`src/hw/rtl/q2e_pkg.sv`:
```
// shared types, widths, arctangent table and helpers for the quaternion to euler block
package q2e_pkg;

	localparam int QW = 16;
	localparam int PW = 2 * QW;
	localparam int SW = 34;
	localparam int RW = 29;
	localparam int VW = 57;
	localparam int CW = 36;
	localparam int ZW = 32;
	localparam int ANGLE_BITS_DEF = 16;
	localparam int CORDIC_STEPS_DEF = 16;
	localparam logic signed [SW-1:0] ONE_Q28 = SW'(64'sd1 << 28);
	localparam logic [ZW-1:0] HALF_TURN = 32'h8000_0000;

	typedef struct packed {
		logic signed [SW-1:0] s;
		logic signed [SW-1:0] yn;
		logic signed [SW-1:0] yd;
		logic signed [SW-1:0] rn;
		logic signed [SW-1:0] rd;
		logic                 clamped;
	} q2e_side_t;

	typedef struct packed {
		logic signed [CW-1:0] x;
		logic signed [CW-1:0] y;
		logic [ZW-1:0]        z;
	} q2e_vec_t;

	typedef struct packed {
		q2e_vec_t pitch;
		q2e_vec_t yaw;
		q2e_vec_t roll;
		logic     clamped;
	} q2e_set_t;

	function automatic logic [ZW-1:0] atan_entry(input int i);
		logic [ZW-1:0] r;
		unique case (i)
			0: r = 32'h20000000;  1: r = 32'h12E4051E;  2: r = 32'h09FB385B;
			3: r = 32'h051111D4;  4: r = 32'h028B0D43;  5: r = 32'h0145D7E1;
			6: r = 32'h00A2F61E;  7: r = 32'h00517C55;  8: r = 32'h0028BE53;
			9: r = 32'h00145F2F;  10: r = 32'h000A2F98; 11: r = 32'h000517CC;
			12: r = 32'h00028BE6; 13: r = 32'h000145F3; 14: r = 32'h0000A2FA;
			15: r = 32'h0000517D; 16: r = 32'h000028BE; 17: r = 32'h0000145F;
			18: r = 32'h00000A30; 19: r = 32'h00000518; 20: r = 32'h0000028C;
			21: r = 32'h00000146; 22: r = 32'h000000A3; 23: r = 32'h00000051;
			24: r = 32'h00000029; 25: r = 32'h00000014; 26: r = 32'h0000000A;
			27: r = 32'h00000005; 28: r = 32'h00000003; 29: r = 32'h00000001;
			30: r = 32'h00000001;
			default: r = 32'h00000000;
		endcase
		return r;
	endfunction

	// fold the left half plane onto the right one
	function automatic q2e_vec_t vec_prep(input logic signed [SW-1:0] num,
			input logic signed [SW-1:0] den);
		q2e_vec_t v;
		if (den < 0) begin
			v.x = -CW'(den);
			v.y = -CW'(num);
			v.z = HALF_TURN;
		end else begin
			v.x = CW'(den);
			v.y = CW'(num);
			v.z = '0;
		end
		return v;
	endfunction

endpackage

```
`src/hw/rtl/q2e_cordic_cell.sv`:
```
// one vectoring cordic iteration for the three angle lanes
module q2e_cordic_cell import q2e_pkg::*; #(
	parameter int STEP = 0
) (
	input  logic     clk,
	input  logic     arst_n,
	input  logic     en,
	input  logic     prev_valid,
	input  q2e_set_t prev_set,
	output logic     valid_q,
	output q2e_set_t set_q
);
	localparam logic [ZW-1:0] ANG = atan_entry(STEP);

	function automatic q2e_vec_t rotate(input q2e_vec_t v);
		q2e_vec_t r;
		r = v;
		if (v.y > 0) begin
			r.x = v.x + (v.y >>> STEP);
			r.y = v.y - (v.x >>> STEP);
			r.z = v.z + ANG;
		end else if (v.y < 0) begin
			r.x = v.x - (v.y >>> STEP);
			r.y = v.y + (v.x >>> STEP);
			r.z = v.z - ANG;
		end
		return r;
	endfunction

	always_ff @(posedge clk or negedge arst_n) begin
		if (!arst_n) begin
			valid_q <= 1'b0;
		end else if (en) begin
			valid_q <= prev_valid;
		end
	end

	always_ff @(posedge clk) begin
		if (en) begin
			set_q.pitch   <= rotate(prev_set.pitch);
			set_q.yaw     <= rotate(prev_set.yaw);
			set_q.roll    <= rotate(prev_set.roll);
			set_q.clamped <= prev_set.clamped;
		end
	end
endmodule

```
`config.mk`:
```
export PLATFORM = sky130hd
export DESIGN_NAME = q2e_cordic_cell
export DESIGN_NICKNAME = d
export VERILOG_FILES = /design/src/hw/rtl/q2e_pkg.sv /design/src/hw/rtl/q2e_cordic_cell.sv
export SDC_FILE = /design/constraint.sdc
export NUM_CORES = 1
export LEC_CHECK = 0
export BUFFER_PORTS_ARGS = -buffer_cell sky130_fd_sc_hd__buf_2
export CELL_PAD_IN_SITES_DETAIL_PLACEMENT = 1
export CELL_PAD_IN_SITES_GLOBAL_PLACEMENT = 1
export CORE_ASPECT_RATIO = 1.4
export CORE_MARGIN = 2
export CORE_UTILIZATION = 24
export CTS_CLUSTER_SIZE = 24
export DETAILED_ROUTE_END_ITERATION = 8
export GPL_ROUTABILITY_DRIVEN = 1
export PLACE_DENSITY_LB_ADDON = 0.1
export SYNTH_ARGS = -nofsm -noshare
export SYNTH_HDL_FRONTEND = slang
export SYNTH_SLANG_ARGS = --single-unit
```
`constraint.sdc`:
```
create_clock -name clk -period 0.8 [get_ports clk]
set_input_delay 0.04 -clock clk [delete_from_list [all_inputs] [get_ports clk]]
set_output_delay 0.04 -clock clk [all_outputs]
set_load 0.02 [all_outputs]
```
==> key figures <==
Outcome
  • Violated checks: negative hold slack, negative setup slack
  • Status: finished with violations

Synth
  • Post-synth cell types: 104
  • Largest cells by area after synthesis: edfxtp_1 30%, ha_1 13%, a21oi_1 7.7%
  • Seq/Total Area, Yosys: 29.6%
  • Avg Cell Area, Syn: 8.21 sq um
  • Synthesized area: 31800 sq um
  • Count leader, synth: a21oi_1
  • Main combinational cell family by area after synthesis: compound AO/OA/AOI/OAI gates
  • Post-synth EDFFs: 313
  • Compound-Gate Fraction of Synth Area: 32.5%
  • Synthesis-stage register bit count: 314
  • Area fraction in and, or, nand and nor cells after synthesis: 15.4%
  • Area share of the largest cell type after synthesis: 29.5%
  • Cells after Synth: 3876
  • Yosys warns: 0
  • Synth Area in Adders: 13.7%
  • Top cells by count, synth: 491 x a21oi_1, 353 x nor2_1, 337 x inv_1
  • Post-Synth XOR/XNOR Area: 1.05%
  • Area leader, netlist: edfxtp_1
  • Mux cell area share after synthesis: 0.920%
  • Async set-reset flop share out of synthesis: 0.318%
  • Syn Nets: 4535
  • Top FF cell, synth: edfxtp_1

Global routing
  • Initial antenna violation count: 25
  • Global-route wire length before repair: 293 mm
  • Largest net degree at the start of global routing: 40
  • Vias in the first global route: 44853
  • Total GRT Usage: 28.6%
  • Grt total ovfl: 0

Clocking
  • CTS Buf Count: 41
  • CTS root buffer: clkbuf_16
  • CTS tree: built
  • Clk_lat worst skew: 0.64 ns
  • Sink Count: 314
  • Clock transition at path regs: 0.07 ns
  • H-tree depth: 2
  • Max Buffers Root-to-Sink: 3

Route
  • Vias/cell: 5.08
  • Vias: 41368
  • DRT antenna net count: 0
  • Wire per inst: 24.8 um
  • Post-Route WL: 202 mm
  • DRT Pass-1 Iters: 5
  • DRC Markers: 0
  • Iteration-0 DRC count of the detailed router: 1889

Critical path
  • Worst setup EP type: register
  • CP Data Required Time: 1.31 ns
  • Max FO, Critical Path: 2
  • Reg2reg setup slack: 0.03 ns
  • CP Launch Type: input port
  • CP Class: input port to register
  • CP Launch Point: prev_set[277]
  • Critical R2R Launch: valid_q
  • Critical Path End: set_q[309]
  • Worst reg-to-reg path cell count: 1
  • Worst Path Arrival: 2.98 ns
  • RR Endpoint: valid_q

Finish
  • Syn-to-layout area delta: 93.3%
  • Fin nets: 7001
  • Fillers: 15247
  • Layout cells sized above 1: 53.3%

Placement
  • HPWL Detailed: 160 mm
  • RD Place Congestion: 0.927
  • Port bufs: 630

STA
  • Crit share post-route: 309%
  • RSZ-0062 raised after global routing: true
  • Minimum clock period after layout: 2.47 ns
  • Final Hold Vio Count: 1
  • Setup slack after layout: -1.67 ns
  • Setup TNS: -537.58 ns
  • Worst hold slack: -0.100 ns
  • Max transition margin: 40.8%
  • Final Max Slew Viols: 0
  • F_max: 405 MHz
  • Setup Skew: 0 ns
  • Setup violations, final: 853
  • Actual slew at the worst max-slew pin: 0.885 ns

Floorplanning
  • FP Rows: 158
  • Initial Utilization: 24.1%
  • Die H: 435 um
  • Die ar.: 136000 sq um
  • Area of the core: 132000 sq um
  • Die Wd: 312 um
  • Io pins: 631

Pwr
  • Peak supply drop: 0.00130 V
  • Pleak: 27.5 nW
  • Power per cell area: 1440 nW/um^2
  • Tot Pwr: 88.9 mW

Worst hold path
  • Hold WC Path Type: input port to register

Run
  • Max-cap violations: 0
## worst max-delay path, cell delays in order
cell and delay (ns):
buf_8 0.10, buf_8 0.12, inv_12 0.04, ha_4 0.12
fa_2 0.23, nor2b_2 0.06, o31a_1 0.31, o32a_1 0.47
a221o_1 0.41, o21ai_2 0.20, nor3_2 0.10, or4_4 0.49
o311ai_2 0.09, a21boi_2 0.19
## cells by family after synthesis
| family | count (synthesis) |
|---|---|
| AO/OA/AOI/OAI | 1558 |
| AND/OR/NAND/NOR | 1029 |
| buffers and inverters | 567 |
| adder cells (fa/ha/maj) | 342 |
| flip-flops | 314 |
| XOR/XNOR | 38 |
| multiplexers | 28 |
## cells in the final DEF (no fill, tap or decap), types with 96 or more instances in the layout
master	instances
inv_1	278
edfxtp_1	313
buf_2	555
nand2_1	180
dlygate4sd3_1	172
buf_6	225
ha_1	258
o21ai_0	137
a21oi_1	363
a21oi_2	96
buf_4	1584
nor2_1	302
## flip-flops by register name (all words and copies together), names as in the netlist
signal and flops:
set_q 313, valid_q 1
## report_power, final
group	leakage [nW]	internal [mW]	switching, mW
registers	3.08	20.8	0.903
logic	23.7	21.2	24.6
clock network	0.706	12.7	8.72
## repair_timing
item                                    CTS  global route
cloned                                    8             0
hold buffers                            170             2
endpoints found under the hold margin   232             3
pin swaps                               408           317
setup buffers                           208           112
endpoints found under the setup margin  539           853
gates resized for setup                 909           355
## final cells by class
| cell class | count | area [sq um] | area share, % |
|---|---|---|---|
| Antenna cell | 13 | 32.5 | 0.0529 |
| Clock buffer | 55 | 1100 | 1.79 |
| Clock inverter | 21 | 378 | 0.614 |
| Inverter | 343 | 1430 | 2.32 |
| Multi-Input combinational cell | 2996 | 26000 | 42.2 |
| Sequential cell | 314 | 9430 | 15.3 |
| Tap cell | 1760 | 2200 | 3.58 |
| Timing Repair Buffer | 2646 | 21000 | 34.1 |
## how the worst min path moves through the flow
stage                       to  cells past startpoint          start
floorplan              valid_q                      0         arst_n
global placement       valid_q                      1         arst_n
detailed placement     valid_q                      1         arst_n
CTS                  set_q[71]                      3   prev_set[71]
global route        set_q[204]                      4  prev_set[204]
finish              set_q[204]                      4  prev_set[204]
## through the flow
stage	hold slack [ns]	std cells	setup WS, ns	cell area [sq um]	utilization (%)
floorplan	-0.256	3876	-1.83	33800	-
global placement	-0.185	7638	-2.57	50400	38.2
detailed placement	-0.179	7638	-2.62	50400	38.2
CTS	-0.163	8060	-1.64	59300	44.9
global route	-0.108	8142	-1.69	61500	46.6
finish	-0.100	8148	-1.67	61500	46.6
## layer usage
metal	wire length (um)	GRT usage, %	vias up	part of all wire, %
met5	121	0	-	0.060
li1	-	-	19465	-
met1	76700	31.3	20427	38
met2	106000	53.6	1060	52
met3	8050	3.76	400	4.0
met4	11200	13.9	16	5.6
(Power assumes the default switching activity.)
