==> src/hw/rtl/q2e_pkg.sv <==
// shared types, widths, arctangent table and helpers for the quaternion to euler block
package q2e_pkg;

	localparam int QW = 16;
	localparam int PW = 2 * QW;
	localparam int SW = 34;
	localparam int RW = 29;
	localparam int VW = 57;
	localparam int CW = 36;
	localparam int ZW = 32;
	localparam int ANGLE_BITS_DEF = 16;
	localparam int CORDIC_STEPS_DEF = 16;
	localparam logic signed [SW-1:0] ONE_Q28 = SW'(64'sd1 << 28);
	localparam logic [ZW-1:0] HALF_TURN = 32'h8000_0000;

	typedef struct packed {
		logic signed [SW-1:0] s;
		logic signed [SW-1:0] yn;
		logic signed [SW-1:0] yd;
		logic signed [SW-1:0] rn;
		logic signed [SW-1:0] rd;
		logic                 clamped;
	} q2e_side_t;

	typedef struct packed {
		logic signed [CW-1:0] x;
		logic signed [CW-1:0] y;
		logic [ZW-1:0]        z;
	} q2e_vec_t;

	typedef struct packed {
		q2e_vec_t pitch;
		q2e_vec_t yaw;
		q2e_vec_t roll;
		logic     clamped;
	} q2e_set_t;

	function automatic logic [ZW-1:0] atan_entry(input int i);
		logic [ZW-1:0] r;
		unique case (i)
			0: r = 32'h20000000;  1: r = 32'h12E4051E;  2: r = 32'h09FB385B;
			3: r = 32'h051111D4;  4: r = 32'h028B0D43;  5: r = 32'h0145D7E1;
			6: r = 32'h00A2F61E;  7: r = 32'h00517C55;  8: r = 32'h0028BE53;
			9: r = 32'h00145F2F;  10: r = 32'h000A2F98; 11: r = 32'h000517CC;
			12: r = 32'h00028BE6; 13: r = 32'h000145F3; 14: r = 32'h0000A2FA;
			15: r = 32'h0000517D; 16: r = 32'h000028BE; 17: r = 32'h0000145F;
			18: r = 32'h00000A30; 19: r = 32'h00000518; 20: r = 32'h0000028C;
			21: r = 32'h00000146; 22: r = 32'h000000A3; 23: r = 32'h00000051;
			24: r = 32'h00000029; 25: r = 32'h00000014; 26: r = 32'h0000000A;
			27: r = 32'h00000005; 28: r = 32'h00000003; 29: r = 32'h00000001;
			30: r = 32'h00000001;
			default: r = 32'h00000000;
		endcase
		return r;
	endfunction

	// fold the left half plane onto the right one
	function automatic q2e_vec_t vec_prep(input logic signed [SW-1:0] num,
			input logic signed [SW-1:0] den);
		q2e_vec_t v;
		if (den < 0) begin
			v.x = -CW'(den);
			v.y = -CW'(num);
			v.z = HALF_TURN;
		end else begin
			v.x = CW'(den);
			v.y = CW'(num);
			v.z = '0;
		end
		return v;
	endfunction

endpackage

==> src/hw/rtl/q2e_sqrt_cell.sv <==
// one root bit of the pipelined integer square root
module q2e_sqrt_cell import q2e_pkg::*; #(
	parameter int K = 0
) (
	input  logic             clk,
	input  logic             arst_n,
	input  logic             en,
	input  logic             prev_valid,
	input  logic [VW-1:0]    prev_rem,
	input  logic [RW-1:0]    prev_root,
	input  q2e_side_t        prev_side,
	output logic             valid_q,
	output logic [VW-1:0]    rem_q,
	output logic [RW-1:0]    root_q,
	output q2e_side_t        side_q
);
	logic [VW:0] trial;
	logic        fits;

	always_comb begin
		trial = (((VW+1)'(prev_root) << 1) + ((VW+1)'(1) << K)) << K;
		fits  = trial <= {1'b0, prev_rem};
	end

	always_ff @(posedge clk or negedge arst_n) begin
		if (!arst_n) begin
			valid_q <= 1'b0;
		end else if (en) begin
			valid_q <= prev_valid;
		end
	end

	always_ff @(posedge clk) begin
		if (en) begin
			side_q <= prev_side;
			if (fits) begin
				rem_q  <= prev_rem - trial[VW-1:0];
				root_q <= prev_root | (RW'(1) << K);
			end else begin
				rem_q  <= prev_rem;
				root_q <= prev_root;
			end
		end
	end
endmodule

==> config.mk <==
export PLATFORM = sky130hd
export DESIGN_NAME = q2e_sqrt_cell
export DESIGN_NICKNAME = d
export VERILOG_FILES = /design/src/hw/rtl/q2e_pkg.sv /design/src/hw/rtl/q2e_sqrt_cell.sv
export SDC_FILE = /design/constraint.sdc
export NUM_CORES = 1
export LEC_CHECK = 0
export ABC_AREA = 0
export BUFFER_PORTS_ARGS = -buffer_cell sky130_fd_sc_hd__buf_4
export CORE_AREA = 2 2 200 202
export DETAILED_ROUTE_END_ITERATION = 8
export DIE_AREA = 0 0 202 204
export GPL_TIMING_DRIVEN = 0
export HOLD_SLACK_MARGIN = 0.08
export SETUP_SLACK_MARGIN = 0.15
export SLEW_MARGIN = 20
export SYNTH_ARGS = -nofsm -noshare
export SYNTH_HDL_FRONTEND = slang
export SYNTH_SLANG_ARGS = --single-unit
==> constraint.sdc <==
create_clock -name clk -period 1.9 [get_ports clk]
set_clock_uncertainty 0.2 [all_clocks]
set_input_delay 0.095 -clock clk [delete_from_list [all_inputs] [get_ports clk]]
set_output_delay 0.095 -clock clk [all_outputs]
set_load 0.03 [all_outputs]
==> results of run 1 <==
==> stage by stage <==
step / instance area (µm²) / util (%) / instances
3_3_place_gp: 15300 / 39.0 / 1774
2_1_floorplan: 10800 / - / 732
3_5_place_dp: 15400 / 39.2 / 1776
==> cells by family after synthesis <==
group,count (synthesis),share of synthesized area (%)
buffers and inverters,58,2.49
xor gates and xnor gates,51,4.18
muxes,1,0.105
DFF,258,72.5
AOI/OAI and AO/OA,126,7.22
adders and majority gates,31,3.70
and+or+nand+nor,207,9.84
==> cells in the mapped netlist, types with 4 or more instances <==
library cell | count | area, µm²
xor2_1 | 19 | 166
nand4_1 | 21 | 131
o31ai_1 | 4 | 30.0
nand2_1 | 44 | 165
o21a_1 | 4 | 30.0
o21ai_1 | 6 | 30.0
a21o_1 | 11 | 82.6
a31oi_1 | 4 | 25.0
ha_1 | 30 | 375
o211ai_1 | 7 | 52.6
inv_1 | 35 | 131
edfxtp_1 | 257 | 7720
nor4_1 | 10 | 62.6
o21ai_0 | 17 | 85.1
xnor2_1 | 32 | 280
nor3_1 | 17 | 85.1
a211oi_1 | 4 | 30.0
or3_1 | 8 | 50.1
nor2_1 | 54 | 203
nand3_1 | 23 | 115
clkbuf_1 | 14 | 52.6
a21oi_1 | 52 | 260
buf_6 | 6 | 67.6
==> metrics.csv, run 1 <==
metric,value,unit
clk_path_buf_depth,3,
post-place-ws,-1.57,ns
ctsHoldBuffers,373,
initial_core_util,27.3,%
dp_hpwl,31300,µm
ys_warn_count,0,
fp.dieW,202,µm
h-tree-depth,1,
async_flop_share,0.388,%
io_pins,519,
io_buffers,517,
cts_root_buffer,clkbuf_16,
rows,73,
yosysUniqueCellTypes,52,
flow.stopped_at,4_1_cts,
routabilityCongestion,0.848,
synth_edf_count,257,
status,aborted with a tool error,
synthFlopType,edfxtp_1,
synth_seq_area_share,72.5,%
die_h,204,µm
error_line,[ERROR RSZ-0060] Max buffer count reached.,
netlist_area,10700,µm²
cts_resized,152,
synth-seq-cells,258,
syn_avg_cell_area,14.6,µm²
cts.sinks,258,
numCtsBuffers,29,
syn_inst,732,
postCtsSetupRepairBufs,32,
synth_nets,1024,
==> inputs of run 2 (changes only) <==
--- a/config.mk
+++ b/config.mk
@@ -11,8 +11,7 @@
 export DETAILED_ROUTE_END_ITERATION = 8
 export DIE_AREA = 0 0 202 204
 export GPL_TIMING_DRIVEN = 0
-export HOLD_SLACK_MARGIN = 0.08
-export SETUP_SLACK_MARGIN = 0.15
+export PLACE_DENSITY_LB_ADDON = 0.15
 export SLEW_MARGIN = 20
 export SYNTH_ARGS = -nofsm -noshare
 export SYNTH_HDL_FRONTEND = slang
==> metrics.csv, run 2 <==
metric,value,unit,change
hold_start,prev_rem[23],,
cpPeakStageDelay,0.54,ns,
synth_top_area_share,72.2,%,unchanged
tightest_slew,1.05,ns,
numCtsBuffers,31,,+6.9%
cts_tree,built,,
cts_root_buffer,clkbuf_16,,
core_area,39200,µm²,
synth_edf_count,257,,unchanged
wl_met1,15900,µm,
largestRegisters,"side_q x171, rem_q x57, root_q x29",,
drt-total-wl,43200,µm,
vias_per_cell,4.46,,
top_register,side_q,,
holdWs,-0.356,ns,
die_h,204,µm,unchanged
stdcell_area,20400,µm²,
layout_min_cycle_time,2.51,ns,
syn_avg_cell_area,14.6,µm²,unchanged
placed_cells,1777,,+0.056%
worstPathArrival,2.60,ns,
yosysUniqueCellTypes,52,,unchanged
ys_warn_count,0,,unchanged
yosys.area.top_type,edfxtp_1,,
fmax,399,MHz,
h-tree-depth,1,,unchanged
critical_path_class,input pin to flop,,
drc,0,,
p_leak,8.37,nW,
grt_max_degree,98,,
cts.sinks,258,,unchanged
path_max_fanout,6,,
endpoint_kind,flop,,
async_flop_share,0.388,%,unchanged
io_pins,519,,unchanged
path_cells,buf_8 -> or4_4 -> or4_4 -> or3_4 -> and4b_1 -> and2_4 -> and2_4 -> buf_12 -> nor4_4 -> xor2_1,,
wl_met2,22800,µm,
drt_iter0_drc,388,,
ant_nets,0,,
syn_inst,732,,unchanged
grt_usage,19.8,%,
synth_top_cells_by_count,"edfxtp_1 (257), nor2_1 (54), a21oi_1 (52), nand2_1 (44), inv_1 (35)",,
critPathLaunch,prev_rem[33],,
met3WireLength,3140,µm,
synthToLayoutAreaGrowth,90.7,%,
hp-class,input pin to flop,,
maxSlewHeadroom,29.6,%,
synth.area.top_cells,"edfxtp_1 (72%), ha_1 (3.5%), xnor2_1 (2.6%)",,
path_clk_slew,0.06,ns,
drv_cap,0,,
final_max_slew_viol_count,0,,
ir_drop,0.544,mV,
r2r_start,valid_q,,
violations,"hold timing, setup timing",,
drive_above_1_share,46.8,%,
antenna_found_initial,4,,
synthFlopType,edfxtp_1,,
fp.dieW,202,µm,unchanged
grt_pass1_vias,9582,,
synth_nets,1024,,unchanged
nNetsFinal,1879,,
wire_per_inst,20.2,µm,
start_kind,input pin,,
rsz0062_at_grt,true,,
top_layer_used,met5,,
routabilityCongestion,0.790,,-6.8%
drt_first_pass_iters,5,,
mostFrequentLayoutCell,buf_4,,
crit_required,2.00,ns,
timing.final.ws_setup,-0.607,ns,
p_per_area,823,nW/µm²,
status,"complete, but fails checks",,
initial_core_util,27.3,%,unchanged
setup_viol_count_final,58,,
min_period_over_period,132,%,
netlist_area,10700,µm²,unchanged
grt-ovfl-total,0,,
synth.most_common_cell,edfxtp_1,,
synth_seq_area_share,72.5,%,unchanged
largest_reg_flops,171,,
fillers,3451,,
dieArea,41200,µm²,
postPlaceCellArea,15400,µm²,+0.19%
cp_slowest_cell,or4_4,,
synth-seq-cells,258,,unchanged
clkLatencyLatePin,0.56,ns,
dp_hpwl,31100,µm,-0.91%
final-hold-violation-count,17,,
instances_no_fill,2136,,
mostFrequentLayoutCells,"buf_4 (540), dlygate4sd3_1 (270), edfxtp_1 (257)",,
rows,73,,unchanged
grt_pass1_wl,60800,µm,
vias,9516,,
io_buffers,517,,unchanged
clk_path_buf_depth,3,,unchanged
## run 2: cell counts after synthesis
Identical to the previous run, type by type.
## run 2: cells by family after synthesis
logic type | count (synthesis) | share of synthesized area, %
multiplexers | 1 | 0.105
adder cells (fa/ha/maj) | 31 | 3.70
AO/OA/AOI/OAI | 126 | 7.22
XOR/XNOR | 51 | 4.18
flip-flops | 258 | 72.5
AND/OR/NAND/NOR | 207 | 9.84
buffers and inverters | 58 | 2.49
## run 2: per-layer routing
metal,vias up,GRT usage (%)
li1,4507,-
met4,6,6.25
met1,4584,22.1
met2,341,36.3
met5,-,0
met3,78,5.48
## run 2: path summary, 6_finish.rpt
path                              to  slack [ns]  cells after the start
setup / recovery           rem_q[53]       -0.61                     10
hold / removal             rem_q[23]       -0.36                      3
setup reg to reg             valid_q        0.41                      2
hold reg to reg              valid_q        0.85                      2
max in group asynchronous    valid_q        1.19                      3
min in group asynchronous    valid_q        0.19                      3
## run 2: where the power goes
part           switching [mW]  total, mW  internal (mW)
combinational            2.34       4.21           1.87
clock                    2.31       5.56           3.25
sequential              0.138       7.00           6.86
## run 2: area by class of cell
| class | instances | area, µm² | area share, % |
|---|---|---|---|
| Sequential cell | 258 | 7740 | 38.0 |
| Buffer | 13 | 185 | 0.909 |
| Clock buffer | 39 | 806 | 3.95 |
| Inverter | 35 | 134 | 0.657 |
| Timing Repair Buffer | 832 | 7100 | 34.9 |
| Antenna cell | 1 | 2.50 | 0.0123 |
| Clock inverter | 17 | 139 | 0.681 |
| Tap cell | 525 | 657 | 3.22 |
| Multi-Input combinational cell | 416 | 3610 | 17.7 |
## run 2: repair_timing
| action | 4_1_cts | 5_1_grt |
|---|---|---|
| pin swaps | 38 | 40 |
| hold buffers | 250 | 20 |
| gates cloned | 5 | 1 |
| setup buffers | 29 | 9 |
| resized for setup | 129 | 107 |
| endpoints found under the hold margin | 315 | 33 |
| setup endpoints to repair | 58 | 58 |
## run 2: worst max-delay path, delay by kind of cell
| kind | cells | cell delay, ns |
|---|---|---|
| AND/OR/NAND/NOR | 7 | 2.10 |
| XOR/XNOR | 1 | 0.17 |
| buffers and inverters | 2 | 0.23 |
## run 2: stage by stage
step	TNS [ns]	power, mW	setup slack (ns)	hold WS [ns]	utilization, %
global route	-31.39	17.4	-0.648	-0.381	52.0
floorplan	-45.56	8.82	-0.878	-0.401	-
global placement	-434.17	10.5	-1.73	-0.314	39.0
finish	-29.41	16.8	-0.607	-0.356	52.0
CTS	-32.02	16.8	-0.635	-0.506	50.3
detailed placement	-80.17	10.5	-1.57	-0.316	39.3
Note: power is estimated with default switching activity, not from simulation.
